**src/hdl/bilinear_texture_sampler_macros.svh**
```systemverilog
// Assertion macros for the bilinear texture sampler.
// Included by the RTL files that carry concurrent checks; no other dependency.
`ifndef BILINEAR_TEXTURE_SAMPLER_MACROS_SVH
`define BILINEAR_TEXTURE_SAMPLER_MACROS_SVH

`ifndef SYNTH
// Plain property that must hold outside reset.
`define BTS_ASSERT(lbl, clk, rst_n, prop, msg) \
  lbl: assert property (@(posedge clk) disable iff (!rst_n) (prop)) else $error(msg);
// Same-cycle implication.
`define BTS_ASSERT_IMPL(lbl, clk, rst_n, pre, post, msg) \
  lbl: assert property (@(posedge clk) disable iff (!rst_n) (pre) |-> (post)) \
    else $error(msg);
// Next-cycle implication.
`define BTS_ASSERT_NEXT(lbl, clk, rst_n, pre, post, msg) \
  lbl: assert property (@(posedge clk) disable iff (!rst_n) (pre) |=> (post)) \
    else $error(msg);
`else
`define BTS_ASSERT(lbl, clk, rst_n, prop, msg)
`define BTS_ASSERT_IMPL(lbl, clk, rst_n, pre, post, msg)
`define BTS_ASSERT_NEXT(lbl, clk, rst_n, pre, post, msg)
`endif

`endif

```
**src/hdl/bts_pkg.sv**
```systemverilog
// Shared constants, types and the channel lerp function of the texture sampler.
// No dependencies; the interfaces, the axis unit, the filter and the top level use it.
`timescale 1ns / 1ps

package bts_pkg;

  // Texture geometry.
  localparam int MAX_SIDE    = 256;
  localparam int TEXEL_COUNT = 65536;
  localparam int SIDE_W      = $clog2(MAX_SIDE) + 1;
  localparam int IDX_W       = $clog2(MAX_SIDE);
  localparam int ADDR_W      = $clog2(TEXEL_COUNT);
  localparam int ROW_W       = IDX_W + SIDE_W;

  // Field widths of the channels.
  localparam int TEXEL_IDX_W = 16;
  localparam int TEXEL_W     = 32;
  localparam int COORD_W     = 17;
  localparam int FRAC_W      = 16;
  localparam int CHAN_W      = 8;
  localparam int CFG_IDX_W   = 2;
  localparam int CFG_DATA_W  = 32;

  // Operation codes of a request.
  localparam logic OP_WRITE  = 1'b0;
  localparam logic OP_SAMPLE = 1'b1;

  // Configuration register indexes.
  localparam logic [CFG_IDX_W-1:0] REG_TEX_WIDTH  = CFG_IDX_W'(0);
  localparam logic [CFG_IDX_W-1:0] REG_TEX_HEIGHT = CFG_IDX_W'(1);

  // Capture and mix strobes from the sequencer to the filter.
  typedef struct packed {
    logic cap_lt;
    logic cap_rt;
    logic cap_lb;
    logic hmix;
  } filt_ctrl_t;

  // A side register of zero acts as one; larger than MAX_SIDE saturates.
  function automatic logic [SIDE_W-1:0] clamp_side(logic [SIDE_W-1:0] raw);
    logic [SIDE_W-1:0] res;
    if (raw == '0) begin
      res = SIDE_W'(1);
    end else if (raw > SIDE_W'(MAX_SIDE)) begin
      res = SIDE_W'(MAX_SIDE);
    end else begin
      res = raw;
    end
    return res;
  endfunction

  // l + (r - l) * w / 2^16, rounded down; the sum never goes negative.
  function automatic logic [CHAN_W-1:0] lerp8(logic [CHAN_W-1:0] l, logic [CHAN_W-1:0] r,
                                              logic [FRAC_W-1:0] w);
    logic signed [CHAN_W:0]               diff;
    logic signed [CHAN_W+FRAC_W+1:0]      prod;
    logic signed [CHAN_W+FRAC_W+1:0]      acc;
    diff = $signed({1'b0, r}) - $signed({1'b0, l});
    prod = diff * $signed({1'b0, w});
    acc  = prod + $signed({2'b00, l, {FRAC_W{1'b0}}});
    return acc[FRAC_W+CHAN_W-1:FRAC_W];
  endfunction

endpackage

```
**src/hdl/bts_filter.sv**
```systemverilog
// Bilinear filter datapath: holds three fetched texels, mixes both rows
// horizontally, then mixes the rows vertically. Depends on bts_pkg.
`timescale 1ns / 1ps

module bts_filter (
  input  logic                         clk_i,
  input  bts_pkg::filt_ctrl_t          ctrl_i,
  input  logic [bts_pkg::TEXEL_W-1:0]  texel_i,
  input  logic [bts_pkg::FRAC_W-1:0]   fx_i,
  input  logic [bts_pkg::FRAC_W-1:0]   fy_i,
  output logic [bts_pkg::TEXEL_W-1:0]  rgba_o
);
  import bts_pkg::*;

  localparam int NCHAN = TEXEL_W / CHAN_W;

  logic [TEXEL_W-1:0] lt_q, rt_q, lb_q;
  logic [TEXEL_W-1:0] top_d, bot_d;
  logic [TEXEL_W-1:0] top_q, bot_q;

  // Texels arrive one per cycle from the memory.
  always_ff @(posedge clk_i) begin
    if (ctrl_i.cap_lt) begin
      lt_q <= texel_i;
    end
    if (ctrl_i.cap_rt) begin
      rt_q <= texel_i;
    end
    if (ctrl_i.cap_lb) begin
      lb_q <= texel_i;
    end
  end

  // Horizontal mix of both rows; the lower-right texel comes straight from memory.
  always_comb begin
    for (int c = 0; c < NCHAN; c++) begin
      top_d[c*CHAN_W +: CHAN_W] = lerp8(lt_q[c*CHAN_W +: CHAN_W],
                                        rt_q[c*CHAN_W +: CHAN_W], fx_i);
      bot_d[c*CHAN_W +: CHAN_W] = lerp8(lb_q[c*CHAN_W +: CHAN_W],
                                        texel_i[c*CHAN_W +: CHAN_W], fx_i);
    end
  end

  always_ff @(posedge clk_i) begin
    if (ctrl_i.hmix) begin
      top_q <= top_d;
      bot_q <= bot_d;
    end
  end

  // Vertical mix; the output register of the top level registers the result.
  always_comb begin
    for (int c = 0; c < NCHAN; c++) begin
      rgba_o[c*CHAN_W +: CHAN_W] = lerp8(top_q[c*CHAN_W +: CHAN_W],
                                         bot_q[c*CHAN_W +: CHAN_W], fy_i);
    end
  end

endmodule

```
**config.mk**
```make
export PLATFORM = sky130hd
export DESIGN_NAME = bts_filter
export DESIGN_NICKNAME = d
export VERILOG_FILES = /design/src/hdl/bilinear_texture_sampler_macros.svh /design/src/hdl/bts_pkg.sv /design/src/hdl/bts_filter.sv
export SDC_FILE = /design/constraint.sdc
export NUM_CORES = 2
export LEC_CHECK = 0
export BUFFER_PORTS_ARGS = -buffer_cell sky130_fd_sc_hd__clkbuf_2
export CORE_ASPECT_RATIO = 1.4
export CORE_UTILIZATION = 61
export DETAILED_ROUTE_END_ITERATION = 8
export GPL_TIMING_DRIVEN = 0
export PLACE_DENSITY = 0.78
export SYNTH_ARGS = -nofsm -noshare
export SYNTH_HDL_FRONTEND = slang
export SYNTH_SLANG_ARGS = --single-unit
```
**constraint.sdc**
```tcl
create_clock -name clk_i -period 8.25 [get_ports clk_i]
set_input_delay 1.2375 -clock clk_i [delete_from_list [all_inputs] [get_ports clk_i]]
set_output_delay 1.2375 -clock clk_i [all_outputs]
set_load 0.05 [all_outputs]
```
==> impl_metrics.toml <==
[outcome]
outcome = "complete, but fails checks"
violations = "max-capacitance violations, max-slew violations, negative setup slack"

[worst_setup_path]
r2r_start = "lt_q[0]"
r2r_end = "top_q[4]"
cpPeakStageDelay_ns = 0.54
worstPathArrival_ns = 7.64
end_kind = "output pin"
r2r_slack_ns = 0.16
reg2reg_depth = 27
worstSetupEndpoint = "rgba_o[15]"
startpoint = "top_q[8]"
start_kind = "register"
crit_type = "register to output pin"
cp_data_required_time_ns = 7.01
critPathSlowestCell = "fa_1"
worstPathMaxFanout = 3
path_common_cell = "fa_1"

[min_path]
hold_path_class = "primary input to register"

[cts]
cts_hold_buffers = 0
cts_tree = "built"
cts_sinks = 160
cts_buffers = 17
clkSlewWorstSetupHoldPaths_ns = 0.09
cts_buffer_depth = 2
cts_root_buf = "clkbuf_16"
cts.htree.levels = 4
clk_latency_ns = 0.54

[routing]
ant_nets = 0
dr_total_vias = 46970
drc_errors = 0
dr.pass1.iters = 6
wl_um = 201200
vias_per_cell = 5.988
drt_iter0_drc = 3626
routedWlPerCell_um = 25.65

[place]
place_area_um2 = 62480
dp.cells = 7692
place.port_buffers = 88
dp.final_hpwl_um = 157000
gp_congestion = 1.015

[sta]
setup_ws_ns = -0.6271
skew_ns = 0.02902
finalHoldViolations = 0
worst_pin_slew_ns = 1.622
slew_headroom_pct = -8.154
setup_viol = 27
drv_slew = 65
fmax_ghz = 0.1126
period_share_pct = 107.6
final.min_clock_period_ns = 8.877
rsz0062_at_grt = "yes"

[floorplan]
core_um2 = 98180
rows = 136
dieHeight_um = 374.3
initial_core_util_pct = 61.51
die_w_um = 267.9
die-area_um2 = 100300
ioPinCount = 101

[layout]
area_delta_synth_final_pct = 8.899
stdcell_area_um2 = 65760
final_nets = 8510
fin_cells = 7845
drive_above_1_share_pct = 7.833

[synth]
synth_edf_count = 160
yosysWarnings = 0
synth.area.top_cells = "fa_1, ha_1, edfxtp_1, inv_1, and2_1"
synthTopCellsByCount = "fa_1, inv_1, and2_1, ha_1, nand2b_1"
synth_seq_area_share_pct = 7.956
syn-cell-area_um2 = 60390
async_flop_share_pct = 0
synth-main-ff-cell = "edfxtp_1"
syn_inst = 6293
ys_ff_latch = 160
avgSynthCellArea_um2 = 9.596
synth_top_cell_by_area = "fa_1"
synth_top_area_share_pct = 42.17
yosysUniqueCellTypes = 69
synth.net_count = 8318
post-synth-top-count-cell = "fa_1"

[global_route]
track_usage_pct = 41.80
antenna_found_initial = 29
grt_max_degree = 65
grt_pass1_wl_um = 302300
gr-total-overflow = 0
first_global_vias = 51370

[flow_run]
drv_cap = 6
[layout make-up]
class / instances / area, um2
multi-input cells: 4589 / 51230
fillers: 7677 / 32420
flip-flops and latches: 160 / 4805
inverters: 1255 / 4712
well taps: 1311 / 1640
repair buffers: 173 / 1430
plain buffers: 289 / 1235
clock buffers: 18 / 429.2
clock inverters: 14 / 193.9
diodes: 36 / 90.09
[per-layer routing]
metal  global-route usage (%)  routed length (um)  vias up
met5                        0                 170        -
met1                    43.13               62720    23500
met3                    11.92               19790     1176
met2                    66.58               92880     2731
li1                         -                   -    19540
met4                    42.04               25650       24
[cell families after synthesis]
group           after synthesis  share of synthesized area (%)
buf+inv                    1544                          9.597
flops                       160                          7.956
xor+xnor                    180                          2.633
compound gates              360                          3.806
simple gates               2093                          19.67
fa+ha+maj                  1956                          56.34
[cells in the final DEF (no fill, tap or decap), types with 91 or more instances in the layout]
cell type  instances
fa_1            1264
inv_1           1238
and2_1           731
ha_1             665
nand2b_1         349
nand2_1          308
nor2_1           265
clkbuf_1         238
edfxtp_1         160
nor3b_1          146
xnor2_1          107
clkbuf_2          91
[worst min path at each step]
stage | endpoint | cells after the start | start
finish | lt_q[2] | 1 | texel_i[2]
floorplan | top_q[7] | 4 | lt_q[7]
CTS | lt_q[2] | 1 | texel_i[2]
global route | lt_q[2] | 1 | texel_i[2]
global placement | top_q[31] | 4 | lt_q[31]
detailed placement | top_q[31] | 4 | lt_q[31]
[state kept, by name, indices dropped and copies added (netlist names)]
name / cells
bot_q: 32
lb_q: 32
lt_q: 32
rt_q: 32
top_q: 32
[worst max-delay path, delay by kind of cell, from the launching register on]
kind,cells,cell delay [ns]
simple gates,5,0.72
buf+inv,5,0.52
flops,1,0.45
fa+ha+maj,8,3.45
xor+xnor,2,0.49
compound gates,8,1.46
[through the flow]
stage                     utilization (%)  hold WS (ns)  setup WS (ns)  TNS, ns
final                               66.98        0.9229        -0.6271   -8.500
after global routing                66.93        0.9445        -0.7695   -13.52
after CTS                           65.99        0.9291        -0.5659   -7.335
after detailed placement            63.64        0.9736         -1.283   -52.83
after global placement              63.63        0.9262         -1.212   -52.30
after floorplan                         -        0.8664       0.003708        0
[timing repair]
action                     CTS  global route
setup endpoints to repair   64            65
pin swaps                   78            65
setup buffers               61            27
cloned                       1             0
gates resized for setup    282           186
Power is not shown: default switching activity piles up to over one toggle a cycle in this logic, so the estimate is an artifact.
