[src/hdl/bilinear_texture_sampler_macros.svh]
// Assertion macros for the bilinear texture sampler.
// Included by the RTL files that carry concurrent checks; no other dependency.
`ifndef BILINEAR_TEXTURE_SAMPLER_MACROS_SVH
`define BILINEAR_TEXTURE_SAMPLER_MACROS_SVH

`ifndef SYNTH
// Plain property that must hold outside reset.
`define BTS_ASSERT(lbl, clk, rst_n, prop, msg) \
  lbl: assert property (@(posedge clk) disable iff (!rst_n) (prop)) else $error(msg);
// Same-cycle implication.
`define BTS_ASSERT_IMPL(lbl, clk, rst_n, pre, post, msg) \
  lbl: assert property (@(posedge clk) disable iff (!rst_n) (pre) |-> (post)) \
    else $error(msg);
// Next-cycle implication.
`define BTS_ASSERT_NEXT(lbl, clk, rst_n, pre, post, msg) \
  lbl: assert property (@(posedge clk) disable iff (!rst_n) (pre) |=> (post)) \
    else $error(msg);
`else
`define BTS_ASSERT(lbl, clk, rst_n, prop, msg)
`define BTS_ASSERT_IMPL(lbl, clk, rst_n, pre, post, msg)
`define BTS_ASSERT_NEXT(lbl, clk, rst_n, pre, post, msg)
`endif

`endif

[src/hdl/bts_pkg.sv]
// Shared constants, types and the channel lerp function of the texture sampler.
// No dependencies; the interfaces, the axis unit, the filter and the top level use it.
`timescale 1ns / 1ps

package bts_pkg;

  // Texture geometry.
  localparam int MAX_SIDE    = 256;
  localparam int TEXEL_COUNT = 65536;
  localparam int SIDE_W      = $clog2(MAX_SIDE) + 1;
  localparam int IDX_W       = $clog2(MAX_SIDE);
  localparam int ADDR_W      = $clog2(TEXEL_COUNT);
  localparam int ROW_W       = IDX_W + SIDE_W;

  // Field widths of the channels.
  localparam int TEXEL_IDX_W = 16;
  localparam int TEXEL_W     = 32;
  localparam int COORD_W     = 17;
  localparam int FRAC_W      = 16;
  localparam int CHAN_W      = 8;
  localparam int CFG_IDX_W   = 2;
  localparam int CFG_DATA_W  = 32;

  // Operation codes of a request.
  localparam logic OP_WRITE  = 1'b0;
  localparam logic OP_SAMPLE = 1'b1;

  // Configuration register indexes.
  localparam logic [CFG_IDX_W-1:0] REG_TEX_WIDTH  = CFG_IDX_W'(0);
  localparam logic [CFG_IDX_W-1:0] REG_TEX_HEIGHT = CFG_IDX_W'(1);

  // Capture and mix strobes from the sequencer to the filter.
  typedef struct packed {
    logic cap_lt;
    logic cap_rt;
    logic cap_lb;
    logic hmix;
  } filt_ctrl_t;

  // A side register of zero acts as one; larger than MAX_SIDE saturates.
  function automatic logic [SIDE_W-1:0] clamp_side(logic [SIDE_W-1:0] raw);
    logic [SIDE_W-1:0] res;
    if (raw == '0) begin
      res = SIDE_W'(1);
    end else if (raw > SIDE_W'(MAX_SIDE)) begin
      res = SIDE_W'(MAX_SIDE);
    end else begin
      res = raw;
    end
    return res;
  endfunction

  // l + (r - l) * w / 2^16, rounded down; the sum never goes negative.
  function automatic logic [CHAN_W-1:0] lerp8(logic [CHAN_W-1:0] l, logic [CHAN_W-1:0] r,
                                              logic [FRAC_W-1:0] w);
    logic signed [CHAN_W:0]               diff;
    logic signed [CHAN_W+FRAC_W+1:0]      prod;
    logic signed [CHAN_W+FRAC_W+1:0]      acc;
    diff = $signed({1'b0, r}) - $signed({1'b0, l});
    prod = diff * $signed({1'b0, w});
    acc  = prod + $signed({2'b00, l, {FRAC_W{1'b0}}});
    return acc[FRAC_W+CHAN_W-1:FRAC_W];
  endfunction

endpackage

[src/hdl/bts_axis.sv]
// One texture axis: scales a Q1.16 coordinate by the side, splits it into
// clamped texel indexes and a weight. Depends on bts_pkg.
`timescale 1ns / 1ps

module bts_axis (
  input  logic                         clk_i,
  input  logic                         en_i,
  input  logic [bts_pkg::COORD_W-1:0]  coord_i,
  input  logic [bts_pkg::SIDE_W-1:0]   side_i,
  output logic [bts_pkg::IDX_W-1:0]    i0_o,
  output logic [bts_pkg::IDX_W-1:0]    i1_o,
  output logic [bts_pkg::FRAC_W-1:0]   frac_o
);
  import bts_pkg::*;

  localparam int POS_W = COORD_W + SIDE_W;
  localparam int IP_W  = POS_W - FRAC_W;

  logic [POS_W-1:0]  pos;
  logic [IP_W-1:0]   ip;
  logic [SIDE_W-1:0] last;
  logic              at_edge;
  logic [IDX_W-1:0]  i0_d, i1_d;
  logic [IDX_W-1:0]  i0_q, i1_q;
  logic [FRAC_W-1:0] frac_q;

  // Position in texels, Q.16.
  assign pos     = POS_W'(coord_i) * POS_W'(side_i);
  assign ip      = pos[POS_W-1:FRAC_W];
  assign last    = side_i - SIDE_W'(1);
  assign at_edge = ip >= IP_W'(last);

  // At or past the last texel both neighbors are the edge texel.
  always_comb begin
    if (at_edge) begin
      i0_d = last[IDX_W-1:0];
      i1_d = last[IDX_W-1:0];
    end else begin
      i0_d = ip[IDX_W-1:0];
      i1_d = ip[IDX_W-1:0] + IDX_W'(1);
    end
  end

  always_ff @(posedge clk_i) begin
    if (en_i) begin
      i0_q   <= i0_d;
      i1_q   <= i1_d;
      frac_q <= pos[FRAC_W-1:0];
    end
  end

  assign i0_o   = i0_q;
  assign i1_o   = i1_q;
  assign frac_o = frac_q;

endmodule

[config.mk]
export PLATFORM = sky130hd
export DESIGN_NAME = bts_axis
export DESIGN_NICKNAME = d
export VERILOG_FILES = /design/src/hdl/bilinear_texture_sampler_macros.svh /design/src/hdl/bts_pkg.sv /design/src/hdl/bts_axis.sv
export SDC_FILE = /design/constraint.sdc
export NUM_CORES = 1
export LEC_CHECK = 0
export ABC_AREA = 1
export BUFFER_PORTS_ARGS = -buffer_cell sky130_fd_sc_hd__buf_2
export CAP_MARGIN = 20
export CORE_MARGIN = 4
export CORE_UTILIZATION = 55
export DETAILED_ROUTE_END_ITERATION = 12
export PLACE_DENSITY = 0.74
export SLEW_MARGIN = 30
export SYNTH_ARGS = -nofsm -noshare
export SYNTH_HDL_FRONTEND = slang
export SYNTH_SLANG_ARGS = --single-unit
[constraint.sdc]
create_clock -name clk_i -period 7.3 [get_ports clk_i]
set_input_delay 1.46 -clock clk_i [delete_from_list [all_inputs] [get_ports clk_i]]
set_output_delay 1.46 -clock clk_i [all_outputs]
set_load 0.05 [all_outputs]
==> results of run 1 <==
[per-stage QoR]
step / std cells / setup WS (ns) / util / cell area [sq um]
3_5_place_dp: 1099 / 0.209 / 0.597 / 7230
5_1_grt: 1107 / 0.0859 / 0.611 / 7400
6_report: 1107 / 0.437 / 0.611 / 7400
3_3_place_gp: 1099 / 0.284 / 0.597 / 7230
2_1_floorplan: 904 / 0.453 / - / 6840
4_1_cts: 1107 / 0.481 / 0.611 / 7400
[worst paths after layout]
| kind | start | endpoint | slack, ns | cells after the start |
|---|---|---|---|---|
| min | coord_i[0] | frac_o[0] | 1.60 | 3 |
| max | side_i[3] | i1_o[7] | 0.44 | 26 |
[logic make-up (layout without fill, tap and decap cells)]
family,after synthesis,after routing,synth area share
AO/OA/AOI/OAI,38,38,0.0302
XOR/XNOR,23,23,0.0295
adder cells (fa/ha/maj),161,161,0.411
buffers and inverters,282,317,0.158
flip-flops,32,32,0.141
AND/OR/NAND/NOR,368,368,0.231
[sequential cells by signal, summed over array words and instances (netlist names)]
| register | count |
|---|---|
| frac_o | 16 |
| i0_o | 8 |
| i1_o | 8 |
[metal layers]
layer  track usage  routed length (microns)
met1         0.299                     6730
met2         0.359                     6510
met3        0.0127                      598
met4        0.0616                      310
met5             0                        0
[cell type report]
cell class	instances	area [sq um]	area share
Sequential cell	32	961	0.130
Inverter	246	923	0.125
Clock inverter	2	35.0	0.00474
Tap cell	168	210	0.0284
Clock buffer	6	129	0.0174
Multi-Input combinational cell	590	4800	0.649
Timing Repair Buffer	63	338	0.0457
[synth_stat cells (2+ instances only)]
master,count
nand2_1,273
inv_1,244
fa_1,106
ha_1,55
edfxtp_1,32
nand3_1,25
clkbuf_1,24
nor2_1,23
a21oi_1,22
xor2_1,16
nand2_2,11
o21ai_0,11
buf_1,9
xnor2_1,7
nand3_2,6
nand4_1,6
nor2_2,6
nor3_1,6
nand3b_1,4
a21oi_2,3
buf_6,2
inv_2,2
nand2_4,2
[worst max-delay path, cell delays in order]
cell	delay (ns)
buf_2	0.40
nand2_1	0.15
fa_1	0.55
inv_1	0.05
fa_1	0.49
fa_1	0.49
inv_1	0.05
fa_1	0.53
inv_1	0.04
ha_1	0.35
nand2_2	0.11
nor2_1	0.15
nor2_2	0.05
o21ai_0	0.25
nand2_1	0.12
nand3_1	0.08
nand2_1	0.05
nand2_1	0.09
inv_1	0.07
ha_1	0.31
a21o_1	0.18
a21oi_1	0.22
nand4_2	0.31
nand2_4	0.28
nand2_1	0.08
nand2_1	0.07
==> flow_summary.yaml, run 1 <==
floorplan:
  ioPinCount: 60
  dieHeight_microns: 120
  die_w_microns: 120
  dieArea_sq_um: 14300
  initial_core_util: 0.565
  core_sq_um: 12100
  rows: 40
logic_synthesis:
  synth-seq-cells: 32
  synth_top_area_frac: 0.310
  syn_inst: 904
  synth_area_sq_um: 6840
  synth_cell_types: 32
  synth_top_cell_by_area: "fa_1"
  synthFlopType: "edfxtp_1"
  yosys_warnings: 0
  syn-num-nets: 1093
  seq_area_frac_synth: 0.141
  synth_area_leaders: "fa_1, nand2_1, edfxtp_1"
  async_flop_share: 0
  avgSynthCellArea_sq_um: 7.56
  synth_edf_count: 32
critical_path:
  path_max_fanout: 20
  worst-endpoint-required_ns: 7.44
  critical_path_class: "in2reg"
  crit_path_start_kind: "input port"
  cp-end-kind: "flip-flop"
  crit_arrival_ns: 7.01
finish:
  nets: 1127
  drive_above_1_share: 0.110
  fillers: 1168
  num_antenna_cells: 0
  final_common_cell: "nand2_1"
  layout_common_cells: "nand2_1, inv_1, fa_1, buf_2, ha_1"
  area_delta_synth_final_pct: 8.16
sta:
  finalSetupViolations: 0
  fin_crit_sh: 0.940
  drv_slew: 0
  fin_hold_ws_ns: 1.60
  period_minus_slack_ns: 6.86
  hold_viol: 0
  relSlewSlack: 0.577
  rsz0062_at_grt: "no"
  worst_slew_pin_slew_ns: 0.634
  setup_tns_ns: 0
  fmax_mhz: 146
cts:
  numCtsBuffers: 5
  clkTransAtPathRegs_ns: 0.05
  htreeDepth: 2
  postCtsResizedCells: 0
  cts.sinks: 32
  clockBufferDepth: 2
  postCtsHoldBufs: 0
  cts_tree: "yes"
  cts_setup_buffers: 0
  root_buffer: "clkbuf_16"
hold_path:
  hold_class: "in2reg"
global_routing:
  grt_pass1_wl_mm: 25.1
  antenna_found_initial: 0
  gr-total-overflow: 0
  track_usage: 0.213
  grt_max_degree: 33
  grt_pass1_vias: 5443
routing:
  route.detailed.wl_per_inst_microns: 12.8
  drt_iter0_drc: 275
  ant_nets: 0
  via_count: 5397
  drcViolationCount: 0
  first_pass_iters: 5
  viasPerCell: 4.88
  drt-total-wl_mm: 14.2
outcome:
  status: "finished, final reports clean"
placement:
  place_hpwl_mm: 11.9
  gp_congestion: 0.910
  port_buffers: 59
run:
  drv_cap: 0
Power of run 1 is left out: the tool's default activity adds up to more than one toggle a clock period on the data nets, which glitch-free logic cannot reach.
==> run 2: changes to the inputs <==
- CTS_BUF_LIST: not set -> sky130_fd_sc_hd__clkbuf_8
==> flow_summary.yaml, run 2 (synthesis results as in run 1) <==
sta:
  setup_slack_ns: 0.453
  drv_slew: 0
  period_minus_slack_ns: 6.85
  fin_crit_sh: 0.938
  relSlewSlack: 0.573
  rsz0062_at_grt: "no"
  hold_viol: 0
  setup_tns_ns: 0
  worst_slew_pin_slew_ns: 0.641
  finalSetupViolations: 0
  fmax_mhz: 146
placement:
  pre_cts_ws_ns: 0.209
  port_buffers: 59
  place_hpwl_mm: 11.9
  gp_congestion: 0.910
  placed_cell_area_sq_um: 7230
global_routing:
  grt_pass1_vias: 5438
  track_usage: 0.212
  antenna_found_initial: 0
  grt_pass1_wl_mm: 25.1
  grt_max_degree: 33
  gr-total-overflow: 0
routing:
  drt-total-wl_mm: 14.1
  viasPerCell: 4.87
  route.detailed.wl_per_inst_microns: 12.8
  drt_iter0_drc: 262
  first_pass_iters: 4
  via_count: 5388
  drcViolationCount: 0
  ant_nets: 0
finish:
  final_common_cell: "nand2_1"
  largest_reg_flops: 16
  drive_above_1_share: 0.110
  nets: 1127
  post-route-cell-area_sq_um: 7340
  layout_common_cells: "nand2_1, inv_1, fa_1, buf_2, ha_1"
  num_antenna_cells: 0
  area_delta_synth_final_pct: 7.34
floorplan:
  core_sq_um: 12100
  die_w_microns: 120
  rows: 40
  ioPinCount: 60
  initial_core_util: 0.565
  dieHeight_microns: 120
  dieArea_sq_um: 14300
cts:
  cts.sinks: 32
  cts_setup_buffers: 0
  htreeDepth: 2
  numCtsBuffers: 5
  postCtsHoldBufs: 0
  clockBufferDepth: 2
  cts_tree: "yes"
  postCtsResizedCells: 0
  root_buffer: "clkbuf_8"
  clkTransAtPathRegs_ns: 0.06
run:
  drv_cap: 0
hold_path:
  hold_class: "in2reg"
  hold_path_end: "frac_o[0]"
  hold_depth: 3
  hp-start: "coord_i[0]"
critical_path:
  worstSetupStartpoint: "side_i[0]"
  crit_arrival_ns: 6.99
  cp-end-kind: "flip-flop"
  path_max_fanout: 19
  worst-endpoint-required_ns: 7.44
  critical_path_class: "in2reg"
  crit_path_start_kind: "input port"
outcome:
  status: "finished, final reports clean"
## run 2: layout make-up
cell class | count | area, sq um
sequential | 32 | 961
multi-input combinational | 590 | 4800
timing repair buffer | 63 | 338
clock inverter | 3 | 38.8
clock buffer | 5 | 68.8
fill | 1176 | 4770
tap | 168 | 210
inverter | 246 | 923
## run 2: critical path, cell delays in order
cell and delay, ns:
buf_2 0.36, nand2_1 0.14, fa_1 0.55, inv_1 0.05, fa_1 0.47, fa_1 0.54, inv_1 0.05, fa_1 0.53
inv_1 0.04, ha_1 0.35, nand2_2 0.11, nor2_1 0.15, nor2_2 0.05, o21ai_0 0.25, nand2_1 0.12, nand3_1 0.08
nand2_1 0.05, nand2_1 0.09, inv_1 0.07, ha_1 0.31, a21o_1 0.18, a21oi_1 0.22, nand4_2 0.31, nand2_4 0.27
nand2_1 0.08, nand2_1 0.08
## run 2: routing by layer
layer	vias to the layer above	routed length (microns)	GRT usage
met3	12	727	0.0141
met4	0	265	0.0530
li1	2690	-	-
met1	2563	6550	0.299
met5	-	0	0
met2	123	6590	0.359
## run 2: worst max path at each step
| stage | endpoint |
|---|---|
| floorplan | i0_o[4] |
| global placement | i1_o[7] |
| detailed placement | i1_o[7] |
| CTS | i1_o[7] |
| global route | i0_o[0] |
| finish | i1_o[7] |
## run 2: stage by stage
stage	util	std cells	hold WS, ns
after floorplan	-	904	1.57
after global placement	0.597	1099	1.88
after detailed placement	0.597	1099	1.88
after CTS	0.606	1107	1.59
after global routing	0.606	1107	1.63
final	0.606	1107	1.60
Power of run 2 is left out for the same reason.
==> run 3: changes to the inputs <==
==> constraint.sdc (replaced) <==
create_clock -name clk_i -period 7.3 [get_ports clk_i]
set_input_delay 0.73 -clock clk_i [delete_from_list [all_inputs] [get_ports clk_i]]
set_output_delay 0.73 -clock clk_i [all_outputs]
set_load 0.05 [all_outputs]
==> flow_summary.yaml, run 3 (synthesis results as in run 1) <==
finish:
  num_antenna_cells: 0
  layout_common_cells: "nand2_1, inv_1, fa_1, buf_2, ha_1"
  largest_reg_flops: 16
  nets: 1123
  final_common_cell: "nand2_1"
  area_delta_synth_final_pct: 6.31
  drive_above_1_share: 0.104
floorplan:
  core_sq_um: 12100
  dieArea_sq_um: 14300
  dieHeight_microns: 120
  die_w_microns: 120
  ioPinCount: 60
  initial_core_util: 0.565
  rows: 40
global_routing:
  track_usage: 0.221
  grt_pass1_wl_mm: 26.0
  antenna_found_initial: 0
  grt_max_degree: 33
  grt_pass1_vias: 5579
  gr-total-overflow: 0
hold_path:
  hold_class: "in2reg"
  hp-start: "coord_i[0]"
  hold_depth: 3
  hold_path_end: "frac_o[0]"
cts:
  htreeDepth: 2
  cts.sinks: 32
  cts_tree: "yes"
  clkTransAtPathRegs_ns: 0.06
  cts_setup_buffers: 0
  clockBufferDepth: 2
  postCtsHoldBufs: 0
  numCtsBuffers: 5
  postCtsResizedCells: 0
  root_buffer: "clkbuf_8"
routing:
  first_pass_iters: 5
  drcViolationCount: 0
  drt-total-wl_mm: 14.6
  drt_iter0_drc: 346
  via_count: 5491
  ant_nets: 0
  viasPerCell: 4.98
  route.detailed.wl_per_inst_microns: 13.2
sta:
  worst_slew_pin_slew_ns: 0.669
  hold_viol: 0
  rsz0062_at_grt: "no"
  drv_slew: 0
  fin_crit_sh: 0.861
  period_minus_slack_ns: 6.28
  finalSetupViolations: 0
  setup_tns_ns: 0
  fmax_mhz: 159
  relSlewSlack: 0.554
placement:
  port_buffers: 59
  place_hpwl_mm: 12.1
  gp_congestion: 0.950
critical_path:
  cpPeakStageDelay_ns: 0.56
  crit_arrival_ns: 6.43
  critical_path_class: "in2reg"
  crit_family: "adder cells"
  crit_path_start_kind: "input port"
  cp-end-kind: "flip-flop"
  slowest_stage: "fa_1"
  path_max_fanout: 20
  critPathBufInv: 6
  cp_common_cell: "nand2_1"
  worst-endpoint-required_ns: 7.44
run:
  drv_cap: 0
outcome:
  status: "finished, final reports clean"
run 3: cell types whose count changed in the layout (fill, tap and decap cells not counted), sizes merged:
cell,previous run,this run
buf,63,59
bufinv,1,0
inv,247,248
run 3: how the worst max path moves through the flow:
| stage | start | endpoint | cells after the start |
|---|---|---|---|
| global route | side_i[2] | i0_o[4] | 26 |
| global placement | side_i[2] | i1_o[7] | 25 |
| floorplan | side_i[3] | i0_o[4] | 30 |
| detailed placement | side_i[2] | i0_o[4] | 26 |
| CTS | side_i[2] | i0_o[4] | 26 |
| finish | side_i[2] | i0_o[4] | 26 |
run 3: final cells by class:
class	count	area [sq um]
inverter	246	923
fill	1176	4840
multi-input combinational	590	4800
clock buffer	5	68.8
tap	168	210
clock inverter	3	11.3
timing repair buffer	59	295
sequential	32	961
run 3: per-stage QoR:
stage | hold slack (ns) | utilization | instances | area [sq um] | setup WS [ns]
detailed placement | 1.14 | 0.594 | 1095 | 7190 | 0.771
floorplan | 0.842 | - | 904 | 6840 | 1.18
finish | 0.866 | 0.600 | 1103 | 7270 | 1.02
CTS | 0.852 | 0.600 | 1103 | 7270 | 1.07
global placement | 1.14 | 0.594 | 1095 | 7190 | 0.878
global route | 0.898 | 0.600 | 1103 | 7270 | 0.562
run 3: per-layer routing:
metal,wire (microns),track usage
met4,318,0.0651
met2,6830,0.378
met1,6620,0.301
met3,832,0.0184
met5,0,0
Power of run 3 is left out for the same reason.
